## config.mk

```make
export PLATFORM = sky130hd
export DESIGN_NAME = sync_framed_sensor_packet_receiver
export DESIGN_NICKNAME = d
export VERILOG_FILES = /design/src/rtl/sfspr_pkg.sv /design/src/rtl/sfspr_cell.sv /design/src/rtl/sfspr_out_buf.sv /design/src/rtl/sync_framed_sensor_packet_receiver.sv
export SDC_FILE = /design/constraint.sdc
export NUM_CORES = 1
export LEC_CHECK = 0
export BUFFER_PORTS_ARGS = -buffer_cell sky130_fd_sc_hd__buf_2
export CORE_ASPECT_RATIO = 2
export CORE_MARGIN = 1.5
export CORE_UTILIZATION = 62
export CTS_BUF_LIST = sky130_fd_sc_hd__clkbuf_4 sky130_fd_sc_hd__clkbuf_8
export CTS_CLUSTER_SIZE = 14
export DETAILED_ROUTE_END_ITERATION = 12
export PLACE_DENSITY = 0.85
export SETUP_SLACK_MARGIN = 0.3
export SYNTH_ARGS = -nofsm -noshare
export SYNTH_HDL_FRONTEND = slang
export SYNTH_SLANG_ARGS = --single-unit
```

## constraint.sdc

```tcl
create_clock -name clk_i -period 8.12 [get_ports clk_i]
set_input_delay 0.406 -clock clk_i [delete_from_list [all_inputs] [get_ports clk_i]]
set_output_delay 0.406 -clock clk_i [all_outputs]
set_load 0.02 [all_outputs]
```

## src/rtl/sfspr_pkg.sv

```systemverilog
`timescale 1ns / 1ps
`default_nettype none

package sfspr_pkg;

  // frame layout
  localparam int unsigned PAYLOAD_BYTES = 8;
  localparam int unsigned CNT_W = 4;
  localparam logic [CNT_W-1:0] PAYLOAD_CNT = CNT_W'(PAYLOAD_BYTES);

  // sync pattern
  localparam logic [7:0] SYNC_FIRST  = 8'hAA;
  localparam logic [7:0] SYNC_SECOND = 8'h55;

  typedef logic [7:0] byte_t;

  // shift command to the payload chain
  typedef struct packed {
    logic shift_one;
    logic shift_two;
  } cell_ctrl_t;

  // one decoded result
  typedef struct packed {
    logic [15:0] front_dist;
    logic [15:0] left_dist;
    logic [15:0] right_dist;
    logic [15:0] back_dist;
  } dist_t;

endpackage

`default_nettype wire

```

## src/rtl/sfspr_cell.sv

```systemverilog
`timescale 1ns / 1ps
`default_nettype none

module sfspr_cell (
  input  wire logic                 clk_i,
  input  wire sfspr_pkg::cell_ctrl_t ctrl_i,
  input  wire sfspr_pkg::byte_t     nxt1_i,
  input  wire sfspr_pkg::byte_t     nxt2_i,
  output sfspr_pkg::byte_t          data_o,
  output sfspr_pkg::byte_t          data_next_o
);

  sfspr_pkg::byte_t data_q, data_d;

  // take the neighbor one or two places up the chain
  always_comb begin
    data_d = data_q;
    if (ctrl_i.shift_two) begin
      data_d = nxt2_i;
    end else if (ctrl_i.shift_one) begin
      data_d = nxt1_i;
    end
  end

  // payload byte, no reset needed
  always_ff @(posedge clk_i) begin
    data_q <= data_d;
  end

  assign data_o      = data_q;
  assign data_next_o = data_d;

endmodule

`default_nettype wire

```

## src/rtl/sfspr_out_buf.sv

```systemverilog
`timescale 1ns / 1ps
`default_nettype none

module sfspr_out_buf (
  input  wire logic            clk_i,
  input  wire logic            rst_ni,
  input  wire logic            push_i,
  input  wire sfspr_pkg::dist_t push_data_i,
  output logic                 full_o,
  output logic                 out_valid_o,
  input  wire logic            out_stall_i,
  output sfspr_pkg::dist_t     out_data_o
);

  logic             out_valid_q, out_valid_d;
  logic             skid_valid_q, skid_valid_d;
  sfspr_pkg::dist_t out_q, out_d;
  sfspr_pkg::dist_t skid_q, skid_d;
  logic             take;

  assign take = out_valid_q && !out_stall_i;

  // output register with one skid entry behind it
  always_comb begin
    out_valid_d  = out_valid_q;
    out_d        = out_q;
    skid_valid_d = skid_valid_q;
    skid_d       = skid_q;
    if (!out_valid_q || take) begin
      if (skid_valid_q) begin
        out_valid_d  = 1'b1;
        out_d        = skid_q;
        skid_valid_d = push_i;
        skid_d       = push_data_i;
      end else begin
        out_valid_d  = push_i;
        out_d        = push_data_i;
        skid_valid_d = 1'b0;
      end
    end else if (push_i) begin
      skid_valid_d = 1'b1;
      skid_d       = push_data_i;
    end
  end

  // valid flags
  always_ff @(posedge clk_i or negedge rst_ni) begin
    if (!rst_ni) begin
      out_valid_q  <= 1'b0;
      skid_valid_q <= 1'b0;
    end else begin
      out_valid_q  <= out_valid_d;
      skid_valid_q <= skid_valid_d;
    end
  end

  // result data
  always_ff @(posedge clk_i) begin
    out_q  <= out_d;
    skid_q <= skid_d;
  end

  assign full_o      = skid_valid_q;
  assign out_valid_o = out_valid_q;
  assign out_data_o  = out_q;

endmodule

`default_nettype wire

```

## src/rtl/sync_framed_sensor_packet_receiver.sv

```systemverilog
// Sync-framed sensor packet receiver.
// Input channel: one received byte per request on rx_byte_i, taken when
// in_valid_i is high and in_stall_o is low. The block hunts for 0xAA 0x55,
// which opens (or reopens) a frame; eight payload bytes and an 8-bit
// additive checksum follow. A good frame gives one request on the output
// channel carrying four little-endian 16-bit distances; a bad one is dropped.
// Throughput: one byte per cycle while in_stall_o is low. The payload bytes move along a
// row of eight byte cells; per byte only a compare, an 8-bit add and a shift.
// The result is registered in the output buffer before out_valid_o shows it. A
// checksum of 0xAA is held as a possible sync byte, so that frame's result
// is pushed with the next byte instead, or dropped if that byte is 0x55.
// Reset clears the framing state and the output buffer; payload cells are
// not cleared. When out_stall_i holds a result, one more result fits in a
// skid entry; in_stall_o rises only while that entry is occupied.
`timescale 1ns / 1ps
`default_nettype none

module sync_framed_sensor_packet_receiver (
  input  wire logic        clk_i,
  input  wire logic        rst_ni,
  input  wire logic        in_valid_i,
  output logic             in_stall_o,
  input  wire logic [7:0]  rx_byte_i,
  output logic             out_valid_o,
  input  wire logic        out_stall_i,
  output logic [15:0]      front_dist_o,
  output logic [15:0]      left_dist_o,
  output logic [15:0]      right_dist_o,
  output logic [15:0]      back_dist_o
);

  localparam int unsigned NB = sfspr_pkg::PAYLOAD_BYTES;
  localparam int unsigned CW = sfspr_pkg::CNT_W;

  logic          sync_pending_q, sync_pending_d;
  logic          in_packet_q, in_packet_d;
  logic [CW-1:0] byte_count_q, byte_count_d;
  logic [7:0]    running_sum_q, running_sum_d;

  logic          in_acc, buf_full;
  logic          is_second, is_first, restart;
  logic          a_proc, a_store, a_chk, a_hit;
  logic          in_packet_a;
  logic [CW-1:0] count_a;
  logic [7:0]    sum_a;
  logic          b_proc, b_store, b_chk, b_hit;
  logic          result;

  sfspr_pkg::cell_ctrl_t ctrl;
  sfspr_pkg::byte_t      ext [0:NB+1];
  sfspr_pkg::byte_t      cell_next [0:NB-1];
  sfspr_pkg::dist_t      res_data, out_data;

  assign in_acc    = in_valid_i && !in_stall_o;
  assign is_second = (rx_byte_i == sfspr_pkg::SYNC_SECOND);
  assign is_first  = (rx_byte_i == sfspr_pkg::SYNC_FIRST);
  assign restart   = sync_pending_q && is_second;

  // a held 0xAA not followed by 0x55 counts as a frame byte
  assign a_proc  = sync_pending_q && !is_second && in_packet_q;
  assign a_store = a_proc && (byte_count_q < sfspr_pkg::PAYLOAD_CNT);
  assign a_chk   = a_proc && !(byte_count_q < sfspr_pkg::PAYLOAD_CNT);
  assign a_hit   = a_chk && (running_sum_q == sfspr_pkg::SYNC_FIRST);

  // state after the held byte
  always_comb begin
    in_packet_a = in_packet_q && !a_chk;
    count_a     = byte_count_q;
    sum_a       = running_sum_q;
    if (a_store) begin
      count_a = byte_count_q + CW'(1);
      sum_a   = running_sum_q + sfspr_pkg::SYNC_FIRST;
    end else if (a_chk) begin
      count_a = '0;
    end
  end

  // then the current byte
  assign b_proc  = !restart && !is_first && in_packet_a;
  assign b_store = b_proc && (count_a < sfspr_pkg::PAYLOAD_CNT);
  assign b_chk   = b_proc && !(count_a < sfspr_pkg::PAYLOAD_CNT);
  assign b_hit   = b_chk && (rx_byte_i == sum_a);
  assign result  = in_acc && (a_hit || b_hit);

  // framing state update
  always_comb begin
    sync_pending_d = sync_pending_q;
    in_packet_d    = in_packet_q;
    byte_count_d   = byte_count_q;
    running_sum_d  = running_sum_q;
    if (in_acc) begin
      if (restart) begin
        sync_pending_d = 1'b0;
        in_packet_d    = 1'b1;
        byte_count_d   = '0;
        running_sum_d  = '0;
      end else begin
        sync_pending_d = is_first;
        in_packet_d    = in_packet_a && !b_chk;
        byte_count_d   = count_a;
        running_sum_d  = sum_a;
        if (b_store) begin
          byte_count_d  = count_a + CW'(1);
          running_sum_d = sum_a + rx_byte_i;
        end else if (b_chk) begin
          byte_count_d = '0;
        end
      end
    end
  end

  always_ff @(posedge clk_i or negedge rst_ni) begin
    if (!rst_ni) begin
      sync_pending_q <= 1'b0;
      in_packet_q    <= 1'b0;
      byte_count_q   <= '0;
      running_sum_q  <= '0;
    end else begin
      sync_pending_q <= sync_pending_d;
      in_packet_q    <= in_packet_d;
      byte_count_q   <= byte_count_d;
      running_sum_q  <= running_sum_d;
    end
  end

  // chain shift: one or two new bytes enter at the top
  assign ctrl.shift_one = in_acc && (a_store ^ b_store);
  assign ctrl.shift_two = in_acc && a_store && b_store;
  assign ext[NB]   = a_store ? sfspr_pkg::SYNC_FIRST : rx_byte_i;
  assign ext[NB+1] = rx_byte_i;

  // payload cells, oldest byte ends in cell zero
  for (genvar i = 0; i < NB; i++) begin : g_cell
    sfspr_cell u_cell (
      .clk_i       (clk_i),
      .ctrl_i      (ctrl),
      .nxt1_i      (ext[i+1]),
      .nxt2_i      (ext[i+2]),
      .data_o      (ext[i]),
      .data_next_o (cell_next[i])
    );
  end

  // assemble distances from the updated payload
  assign res_data.front_dist = {cell_next[1], cell_next[0]};
  assign res_data.left_dist  = {cell_next[3], cell_next[2]};
  assign res_data.right_dist = {cell_next[5], cell_next[4]};
  assign res_data.back_dist  = {cell_next[7], cell_next[6]};

  sfspr_out_buf u_out_buf (
    .clk_i       (clk_i),
    .rst_ni      (rst_ni),
    .push_i      (result),
    .push_data_i (res_data),
    .full_o      (buf_full),
    .out_valid_o (out_valid_o),
    .out_stall_i (out_stall_i),
    .out_data_o  (out_data)
  );

  assign in_stall_o   = buf_full;
  assign front_dist_o = out_data.front_dist;
  assign left_dist_o  = out_data.left_dist;
  assign right_dist_o = out_data.right_dist;
  assign back_dist_o  = out_data.back_dist;

  // checks
  a_count_range: assert property (@(posedge clk_i) disable iff (!rst_ni)
    byte_count_q <= sfspr_pkg::PAYLOAD_CNT)
    else $error("payload count past frame length");

  a_idle_count: assert property (@(posedge clk_i) disable iff (!rst_ni)
    !in_packet_q |-> (byte_count_q == '0))
    else $error("payload count nonzero outside a frame");

  a_restart: assert property (@(posedge clk_i) disable iff (!rst_ni)
    (in_acc && restart) |=> (in_packet_q && byte_count_q == '0 && running_sum_q == '0))
    else $error("sync did not restart the frame");

  a_stall_full: assert property (@(posedge clk_i) disable iff (!rst_ni)
    in_stall_o |-> out_valid_o)
    else $error("input stalled with no result waiting");

endmodule

`default_nettype wire
```

==> impl_metrics.yaml <==
logic_synthesis:
  postSynthCellCount: 737
  synthFlopType: "edfxtp_1"
  syn_area_per_cell_sq_um: 12.3
  synth_nets: 760
  yosysWarnings: 0
  synth-edff-count: 128
  syn_area_sq_um: 9040
  async_reset_ff_share_pct: 7.69
  ys_seq_area_share_pct: 61.1
  yosysUniqueCellTypes: 63
  synth_seq_cells: 208
final_layout:
  mostFrequentLayoutCells: "edfxtp_1 (128), nor2_1 (80), buf_2 (77)"
  ff_latch_area_sq_um: 5530
  fill_cells: 1049
  area_delta_synth_final_pct: 11.7
  multiInputGateArea_sq_um: 3170
  finalNetCount: 838
  final_common_cell: "edfxtp_1"
  drive_gt1_share_pct: 21.0
  n_antenna_cell: 0
sta:
  skew_ns: 0.0190
  finalSetupViolCount: 0
  fin_tns_setup_ns: 0
  worst_pin_slew_ns: 1.24
  fmax_mhz: 201
  hold_viol_final: 0
  finalCritPeriodShare_pct: 61.3
  fin_crit_ns: 4.98
  rsz0062_at_grt: "no"
  slew_violations: 0
  max_slew_margin_pct: 16.1
worst_setup_path:
  crit_path_max_incr_delay_ns: 0.84
  cp_slowest_cell: "o21ai_4"
  critPathLaunchType: "flip-flop"
  end_kind: "flip-flop"
  cpMostUsedCell: "nand2_1"
  required_ns: 8.28
  worst-path-max-fanout: 34
  cp_top_family: "compound AO/OA/AOI/OAI gates"
  critPathArrivalTime_ns: 5.14
  crit_chain: "and3b_1 -> a21boi_2 -> o21ai_0 -> xnor2_1 -> ha_1 -> nor4_1 -> nand2_1 -> o41ai_1 -> nand2_1 -> o21ai_4 -> buf_4"
  crit_buf_inv: 1
  crit_type: "flip-flop to flip-flop"
  r2r_slack_ns: 3.14
outcome:
  status: "finished, final reports clean"
die:
  die_h_um: 174
  std_cell_rows: 62
  start_util_pct: 63.3
  die_w_um: 88.4
  pin_count: 78
  core_sq_um: 14300
  die_area_sq_um: 15400
detailed_routing:
  dr.first_iter.drc_count: 397
  routed_wl_um: 19500
  wire_per_inst_um: 19.0
  drc: 0
  ant_nets: 0
  vias: 6034
  via_per_inst: 5.88
  drtPass1Iterations: 5
clock_tree:
  cts_max_path_buffers: 3
  cts.sinks: 208
  clock_tree.root_cell: "clkbuf_8"
  clk_pin_slew_ns: 0.07
  h-tree-depth: 1
  postCtsSetupBuffers: 0
  cts_hold_buffers: 1
  cts_buffers: 27
  cts_tree: "built"
  clk_latency_ns: 0.53
  post_cts_resized: 0
power:
  netSwitchingFraction_pct: 35.1
  power_frac_seq_pct: 46.4
  power.density_nw_per_um2: 384
  ir_worst_vdd_mv: 0.166
  power_uw: 3880
  internal-power_uw: 2520
  combPwrFrac_pct: 34.4
  clockPowerShare_pct: 19.2
  p_leak_uw: 0.00414
  p_switching_uw: 1360
job:
  maxCapViolCount: 0
global_routing:
  grt_pass1_vias: 6060
  grt_first_pass_wirelength_um: 31000
  antenna_found_initial: 0
  global_route.usage.total_pct: 26.2
  grt_max_degree: 101
  grt_overflow_total: 0
place:
  hpwl_um: 13200
  globalplace.congestion: 0.980
  portBuffers: 77
min_path:
  hold_path_class: "input pin to flip-flop"
-- worst paths after layout --
kind,startpoint,endpoint,cells after the start
worst max-delay path,byte_count_q[3],u_out_buf.skid_q[53],11
worst min register to register,g_cell[7].u_cell.data_o[0],g_cell[7].u_cell.data_o[0],2
worst max register to register,byte_count_q[3],u_out_buf.skid_q[53],11
min in group asynchronous,rst_ni,byte_count_q[1],2
worst min-delay path,rx_byte_i[6],g_cell[7].u_cell.data_o[6],3
max in group asynchronous,rst_ni,u_out_buf.full_o,2
-- worst reg2reg max path: stages (launching register included) --
cell and delay, ns:
dfrtp_1 0.59, and3b_1 0.33, a21boi_2 0.47, o21ai_0 0.22, xnor2_1 0.24, ha_1 0.31, nor4_1 0.23, nand2_1 0.10
o41ai_1 0.54, nand2_1 0.17, o21ai_4 0.84, buf_4 0.57
-- stage by stage --
stage | cell area (sq um) | hold slack (ns) | instances | setup WS (ns) | util [%]
CTS | 10100 | 0.208 | 1027 | 3.16 | 70.7
global route | 10100 | 0.252 | 1027 | 2.76 | 70.7
detailed placement | 9560 | 0.362 | 977 | 2.66 | 67.0
global placement | 9560 | 0.357 | 977 | 2.94 | 67.0
finish | 10100 | 0.236 | 1027 | 3.14 | 70.7
floorplan | 9040 | 0.110 | 737 | 0.589 | -
-- cell families after synthesis --
logic type | share of synthesized area [%]
mux | 6.77
fa+ha+maj | 1.61
simple gates | 9.88
flops | 61.1
buf+inv | 4.19
compound gates | 15.4
xor+xnor | 1.07
-- registers in the layout, indices dropped and copies added (netlist names) --
name and cells:
g_cell.u_cell.data_o 64, u_out_buf.full_o 1, u_out_buf.out_data_o 64, u_out_buf.out_valid_o 1
byte_count_q 4, sync_pending_q 1, running_sum_q 8, in_packet_q 1
u_out_buf.skid_q 64
-- layer usage --
metal / track usage (%) / vias to the layer above / part of all wire [%]
met4: 14.3 / 0 / 5.3
li1: - / 2879 / -
met2: 46.5 / 184 / 55
met3: 3.00 / 63 / 3.5
met1: 29.7 / 2908 / 36
met5: 0 / - / 0
-- cell type report --
class	count	area share, %
Tap cell	192	2.38
Multi-Input combinational cell	441	31.4
Clock inverter	14	0.855
Timing Repair Buffer	84	4.36
Clock buffer	35	4.34
Inverter	53	1.97
Sequential cell	208	54.7
-- Yosys cell counts (3+ instances only) --
master    instances  area share [%]
o21a_1            6            0.50
ha_1             10             1.4
edfxtp_1        128              43
dfxtp_1          64              14
o21ai_1           3            0.17
a221oi_1         16             1.6
o21ai_0          23             1.3
o211ai_1          6            0.50
mux2i_1          60             6.6
nand2_1          51             2.1
dfrtp_1          16             4.4
a21oi_1          59             3.3
nor2_1           80             3.3
o31ai_1           3            0.25
nor3_1           12            0.66
nor2b_1          14            0.97
inv_1            53             2.2
xnor2_1           6            0.58
xor2_1            5            0.48
buf_6             4            0.50
buf_2             9            0.50
clkbuf_1         18            0.75
nand3_1           7            0.39
nor4bb_1          3            0.33
a221oi_2         32             5.3
-- power by group through the flow --
stage	Clock (uW)	Combinational [uW]	Sequential, uW
after detailed placement	0	1340	1820
after CTS	762	1340	1800
after global routing	802	1460	1840
after floorplan	0	780	1970
final	747	1330	1800
after global placement	0	1280	1800
Power figures use the tool's default switching activity.
